==> src/rtl/assert_macros.svh <==
// Assertion macros shared by the rescaler RTL.
// Depends on nothing; the synthesis build sees empty bodies.
`ifndef ASSERT_MACROS_SVH
`define ASSERT_MACROS_SVH
`ifndef SYNTHESIS
`define ASSERT_IMPLIES(label, clk, rst, a, b) \
  label: assert property (@(posedge clk) disable iff (rst) (a) |-> (b)) else $error("%m failed");
`define ASSERT_NEXT(label, clk, rst, a, b) \
  label: assert property (@(posedge clk) disable iff (rst) (a) |=> (b)) else $error("%m failed");
`else
`define ASSERT_IMPLIES(label, clk, rst, a, b)
`define ASSERT_NEXT(label, clk, rst, a, b)
`endif
`endif

==> src/rtl/dcr_pkg.sv <==
// Package for the drawing coordinate rescaler: constants, character codes, helpers.
// Depends on nothing.
package dcr_pkg;
  localparam int COORD_BITS_DEF      = 20;
  localparam int SCALE_FRAC_BITS_DEF = 16;
  localparam int SUM_W  = 33;
  localparam int PROD_W = 65;
  localparam int MAG_W  = 32;

  localparam logic [7:0] CH_SPACE = 8'h20;
  localparam logic [7:0] CH_MINUS = 8'h2d;
  localparam logic [7:0] CH_ZERO  = 8'h30;
  localparam logic [7:0] CH_NINE  = 8'h39;
  localparam logic [7:0] CH_UA    = 8'h41;
  localparam logic [7:0] CH_UZ    = 8'h5a;
  localparam logic [7:0] CH_NUL   = 8'h00;

  localparam logic [1:0] REG_OFFSET_X = 2'd0;
  localparam logic [1:0] REG_OFFSET_Y = 2'd1;
  localparam logic [1:0] REG_SCALE_X  = 2'd2;
  localparam logic [1:0] REG_SCALE_Y  = 2'd3;

  function automatic logic [7:0] to_lower(input logic [7:0] c);
    logic [7:0] r;
    r = c;
    if (c >= CH_UA && c <= CH_UZ) r = c + 8'd32;
    return r;
  endfunction

  function automatic logic is_cmd(input logic [7:0] c);
    return c == 8'h6d || c == 8'h6e || c == 8'h6c || c == 8'h62 ||
           c == 8'h73 || c == 8'h70 || c == 8'h63;
  endfunction
endpackage

==> src/rtl/dcr_mult.sv <==
// Shift-and-add signed multiplier, one multiplier bit per cycle.
// Depends on dcr_pkg.
module dcr_mult (
  input  logic                        clk,
  input  logic                        rst,
  input  logic                        start,
  input  logic signed [dcr_pkg::SUM_W-1:0] a,
  input  logic signed [31:0]          b,
  output logic                        done,
  output logic signed [dcr_pkg::PROD_W-1:0] prod
);
  import dcr_pkg::*;
  logic [5:0] cnt;
  logic       busy;
  logic signed [PROD_W-1:0] mcand;
  logic [31:0] mplier;

  always_ff @(posedge clk) begin
    if (rst) begin
      busy <= 1'b0;
      done <= 1'b0;
      cnt  <= '0;
    end else begin
      done <= 1'b0;
      if (start) begin
        busy   <= 1'b1;
        cnt    <= '0;
        prod   <= '0;
        mcand  <= PROD_W'(a);
        mplier <= b;
      end else if (busy) begin
        // Bit 31 carries negative weight in two's complement.
        if (mplier[0]) begin
          if (cnt == 6'd31) prod <= prod - mcand;
          else prod <= prod + mcand;
        end
        mcand  <= mcand <<< 1;
        mplier <= mplier >> 1;
        cnt    <= cnt + 6'd1;
        if (cnt == 6'd31) begin
          busy <= 1'b0;
          done <= 1'b1;
        end
      end
    end
  end
endmodule

==> config.mk <==
export PLATFORM = sky130hd
export DESIGN_NAME = dcr_mult
export DESIGN_NICKNAME = d
export VERILOG_FILES = /design/src/rtl/assert_macros.svh /design/src/rtl/dcr_pkg.sv /design/src/rtl/dcr_mult.sv
export SDC_FILE = /design/constraint.sdc
export NUM_CORES = 1
export LEC_CHECK = 0
export BUFFER_PORTS_ARGS = -buffer_cell sky130_fd_sc_hd__buf_2
export CAP_MARGIN = 30
export CELL_PAD_IN_SITES_DETAIL_PLACEMENT = 0
export CELL_PAD_IN_SITES_GLOBAL_PLACEMENT = 1
export CORE_MARGIN = 10
export CORE_UTILIZATION = 35
export DETAILED_ROUTE_END_ITERATION = 7
export GPL_ROUTABILITY_DRIVEN = 0
export PLACE_DENSITY = 0.63
export SLEW_MARGIN = 10
export SYNTH_ARGS = -nofsm -noshare
export SYNTH_HDL_FRONTEND = slang
export SYNTH_SLANG_ARGS = --single-unit
export TNS_END_PERCENT = 30
==> constraint.sdc <==
create_clock -name clk -period 8 [get_ports clk]
set_input_delay 1.2 -clock clk [delete_from_list [all_inputs] [get_ports clk]]
set_output_delay 1.2 -clock clk [all_outputs]
set_load 0.02 [all_outputs]
# Word-level counts from Yosys, hierarchy flattened
# Cells that the tools add are included.
# W data, S select, Z words.
# op_classes
add_sub_neg	3
eq_ne	1
mux	11
bitwise_logic	2
n_reduce_logical	6
# op_table
cell	n
$mux W65	5
$add A65 B65 Y65	1
$sub A65 B65 Y65	1
$mux W32	2
$add A6 B1 Y6 const B	1
$eq A6 B5 Y1 const B	1
$mux W1	4
$reduce_bool A2 Y1	2
$reduce_and A3 Y1	1
$reduce_or A3 Y1	1
$not A1 Y1	2
$reduce_and A2 Y1	1
$reduce_or A2 Y1	1
# word_totals
ff_bits	170
in_bits	68
out_inout_bits	66
elab_cells	29

# Longest topological paths before layout
# depth
depth_word	4
ltp_mapped	20
mapped_depth_nobuf	18

# Worst setup path after synthesis
# No wires, ideal clock.
# synth_timing
kind	input to register
start	input port start
end	register prod[0] (netlist bit) (enable)
setup_ps	428
arrival_ps	7697
t_required_ps	7572
path_slack_ps	-124
path_stages	5
n_path_buf	2
cell_sequence	clkbuf_1 > clkbuf_1 > nor2_1 > nor2_1 > o21a_1
# synth_via
elab_chain_cells	2
elab_cells_between_ends	3
classes_between	3 x reduce/logical
# synth_lines
item	line	text
from (decl)	dcr_mult.sv:6	input logic start,
$reduce_bool A2 Y1 (no line)	-	
$reduce_and A3 Y1 (no line) (*)	-	
to (signal assigned)	dcr_mult.sv:34	if (cnt == 6'd31) prod <= prod - mcand;
to (signal assigned)	dcr_mult.sv:35	else prod <= prod + mcand;
to (decl)	dcr_mult.sv:10	output logic signed [dcr_pkg::PROD_W-1:0] prod
# Mark *: on every way between the ends. The rest lies on a longest branch, timed or not.
# A chain may end at the register's enable or synchronous reset.

# Final worst setup path
# layout_timing
start	register mcand[0]
end	register prod[63] (netlist bit), data pin
# layout_via
elab_chain_cells	4
elab_cells_between_ends	5
classes_between	2 x add/sub; 3 x mux
# layout_lines
item	line	text
from (decl)	dcr_mult.sv:15	logic signed [PROD_W-1:0] mcand;
from (signal assigned)	dcr_mult.sv:29	mcand <= PROD_W'(a);
from (signal assigned)	dcr_mult.sv:37	mcand <= mcand <<< 1;
$add A65 B65 Y65 or $sub A65 B65 Y65 (tied branches)	dcr_mult.sv:35, dcr_mult.sv:34	
$mux W65 (*)	dcr_mult.sv:34	
$mux W65 (*)	dcr_mult.sv:33	if (mplier[0]) begin
$mux W65 (*)	dcr_mult.sv:31	end else if (busy) begin
# Mark *: on every way between the ends. The rest lies on a longest branch, timed or not. The select of a mux whose other input is x is not followed.

==> flow_summary.yaml <==
sta:
  fin_crit_ns: 5.49
  fin_setup_tns_ns: 0
  setup_viol: 0
  slew_headroom_pct: 36.5
  maxSlewViolCount: 0
  period_share_pct: 68.6
  hold_viol_final: 0
  fin_skew_ns: 0.0151
  rsz0062_at_grt: "no"
  fmax_mhz: 182
  worstMarginPinSlew_ns: 0.940
power_and_ir_drop:
  p_leak_nw: 5.29
  p_int_w: 0.00179
  p_clk_share_pct: 31.5
  worst_ir_drop_vdd_mv: 0.138
  seqPwrFrac_pct: 41.5
  sw_frac_of_total_pct: 33.6
  p_switching_w: 0.000904
  powerDensity_nw_per_um2: 196
  pwr-share-comb_pct: 27.0
  finalPower_w: 0.00269
logic_synthesis:
  avgSynthCellArea_sq_um: 9.69
  synth_top_area_cell: "edfxtp_1"
  synth.top_cell.area_share_pct: 40.3
  synth_area_sq_um: 12100
  synth-async-reset-ratio_pct: 0
  synth.distinct_cells: 73
  syn_nets: 1381
  synthTopCellsByArea: "edfxtp_1, ha_1, mux2_2"
  synth_edf_count: 162
  yosysWarningCount: 0
  syn_inst: 1246
  synth-seq-cells: 170
  ys_seq_area_share_pct: 41.6
  synth_ff_type: "edfxtp_1"
final_layout:
  multi_input_area_sq_um: 6590
  area_delta_synth_final_pct: 13.7
  seqCellArea_sq_um: 5020
  num_antenna_cells: 0
  fillCellCount: 3411
  final_nets: 1475
  drive_gt1_share_pct: 19.7
global_route:
  grt_pass1_vias: 9820
  grt_pass1_wl_mm: 54.9
  antenna_found_initial: 1
  grt_use_total_pct: 16.4
  grt_overflow: 0
  grt_max_degree: 116
place:
  numPortBuffers: 133
  hpwlAfterDp_mm: 26.5
clock_tree:
  path_clk_slew_ns: 0.07
  clk_path_buf_depth: 2
  insertion_delay_ns: 0.45
  cts_tree: "built"
  ctsHoldBuffers: 0
  postCtsResizedCells: 0
  cts-htree-levels: 4
  clock-sinks: 170
  cts_root_buffer: "clkbuf_16"
  cts_buffers: 17
  cts_setup_buffers: 0
critical_path:
  cp.required_ns: 8.20
  worstSetupStartpointType: "register"
  crit_fanout: 7
  crit_type: "register to register"
  cp-end-kind: "register"
  critical_path_arrival_ns: 5.69
  rr_worst_depth: 17
floorplan:
  num_rows: 67
  io_pins: 134
  core_area_sq_um: 33800
  start_util_pct: 35.7
  die_area_sq_um: 42300
  die_w_microns: 206
  die_h_microns: 206
route:
  drtAntennaViolNets: 0
  drt_wl_total_mm: 34.6
  wl_per_cell_microns: 19.2
  drt-pass1-iter-count: 5
  vias: 9658
  drt_iter0_drc: 632
  drc_errors: 0
  avgViaCountPerCell: 5.36
worst_hold_path:
  hp-class: "register to register"
  hold_path_depth: 2
run_status:
  outcome: "finished, final reports clean"
job:
  max_cap_violations: 0
## metrics by stage
step	cells	cell area (sq um)	util [%]	hold WS [ns]	worst slack, ns
2_1_floorplan	1246	12100	-	0.467	1.53
3_3_place_gp	1767	13100	38.8	0.488	2.62
3_5_place_dp	1769	13100	38.9	0.500	2.56
4_1_cts	1801	13700	40.6	0.511	2.54
5_1_grt	1801	13700	40.6	0.546	2.03
6_report	1801	13700	40.6	0.508	2.51
## state kept, by name, summed over array words and instances (netlist names)
name / cells
busy: 1
done: 1
cnt: 6
mplier: 32
mcand: 65
prod: 65
## logic make-up (layout without fill, tap and decap cells)
logic type	count (synthesis)	in the layout	share of synthesized area (%)
AND/OR/NAND/NOR	356	356	15.2
AO/OA/AOI/OAI	349	349	17.8
flip-flops	170	170	41.6
buffers and inverters	124	231	3.91
XOR/XNOR	114	114	8.34
adder cells (fa/ha/maj)	67	67	7.01
multiplexers	66	66	6.13
## placed cells by master (no fill, tap or decap), types with 15 or more instances in the layout
| cell type | count |
|---|---|
| ha_1 | 66 |
| nand2_1 | 72 |
| clkbuf_16 | 18 |
| nor2b_1 | 15 |
| nand4_1 | 31 |
| nor2_1 | 122 |
| o21ai_0 | 98 |
| xnor2_1 | 78 |
| o31ai_1 | 17 |
| buf_2 | 132 |
| mux2_2 | 63 |
| o21bai_1 | 16 |
| a21o_1 | 27 |
| xor2_1 | 35 |
| a21oi_1 | 111 |
| edfxtp_1 | 162 |
| nor3_1 | 30 |
| inv_1 | 59 |
## final timing paths
| kind | slack, ns | to | startpoint |
|---|---|---|---|
| max reg2reg | 2.51 | prod[63] | mcand[0] |
| max | 2.51 | prod[63] | mcand[0] |
| min | 0.51 | cnt[5] | cnt[5] |
| min reg2reg | 0.51 | cnt[5] | cnt[5] |
## metal layers
metal  vias to the layer above  share of wire (%)  global-route usage (%)  wire [microns]
met1                      4644                 50                    23.0           17200
met3                        25                4.6                    3.33            1600
met5                         -              0.038                       0              13
li1                       4790                  -                       -               -
met4                         2                1.3                    4.49             442
met2                       197                 44                    25.1           15300
## power by group through the flow
stage	clock network, W	registers [W]	logic [W]
2_1_floorplan	0	0.00116	0.000495
3_5_place_dp	0	0.00114	0.000725
5_1_grt	0.000906	0.00113	0.000811
6_report	0.000849	0.00112	0.000727
4_1_cts	0.000873	0.00112	0.000729
3_3_place_gp	0	0.00114	0.000725
## critical path, stage by stage, from the launching register on
cell and delay [ns]:
edfxtp_1 0.42, inv_1 0.09, ha_1 0.19, or4b_1 0.52
nor3_1 0.51, and3_1 0.51, a21oi_1 0.15, xnor2_1 0.14
ha_1 0.38, a21oi_1 0.36, o21ai_0 0.15, a21oi_1 0.26
o31ai_1 0.15, or3_1 0.47, nor2_1 0.31, o211ai_1 0.15
o211ai_1 0.12, mux2_2 0.35
## synth_stat cells, types with 7 or more instances
| library cell | count |
|---|---|
| or3_1 | 7 |
| edfxtp_1 | 162 |
| ha_1 | 66 |
| nor3_1 | 30 |
| clkbuf_1 | 59 |
| xor2_1 | 35 |
| nand4_1 | 31 |
| a31oi_1 | 12 |
| o21ai_0 | 98 |
| nand2_1 | 72 |
| inv_1 | 59 |
| nor2_1 | 124 |
| nor2b_1 | 15 |
| o31ai_1 | 17 |
| a21o_1 | 27 |
| and3_1 | 8 |
| o21a_1 | 11 |
| mux2_2 | 63 |
| nor4_1 | 8 |
| nand3_1 | 9 |
| a211oi_1 | 10 |
| or2_2 | 8 |
| o21bai_1 | 16 |
| xnor2_1 | 78 |
| dfxtp_1 | 8 |
| a21oi_1 | 111 |
## area by class of cell
| type | instances | area share (%) |
|---|---|---|
| multi-input cells | 952 | 48.0 |
| flip-flops and latches | 170 | 36.6 |
| repair buffers | 140 | 5.42 |
| well taps | 448 | 4.08 |
| clock buffers | 19 | 3.38 |
| inverters | 59 | 1.61 |
| clock inverters | 13 | 0.884 |
Power figures use the tool's default switching activity.
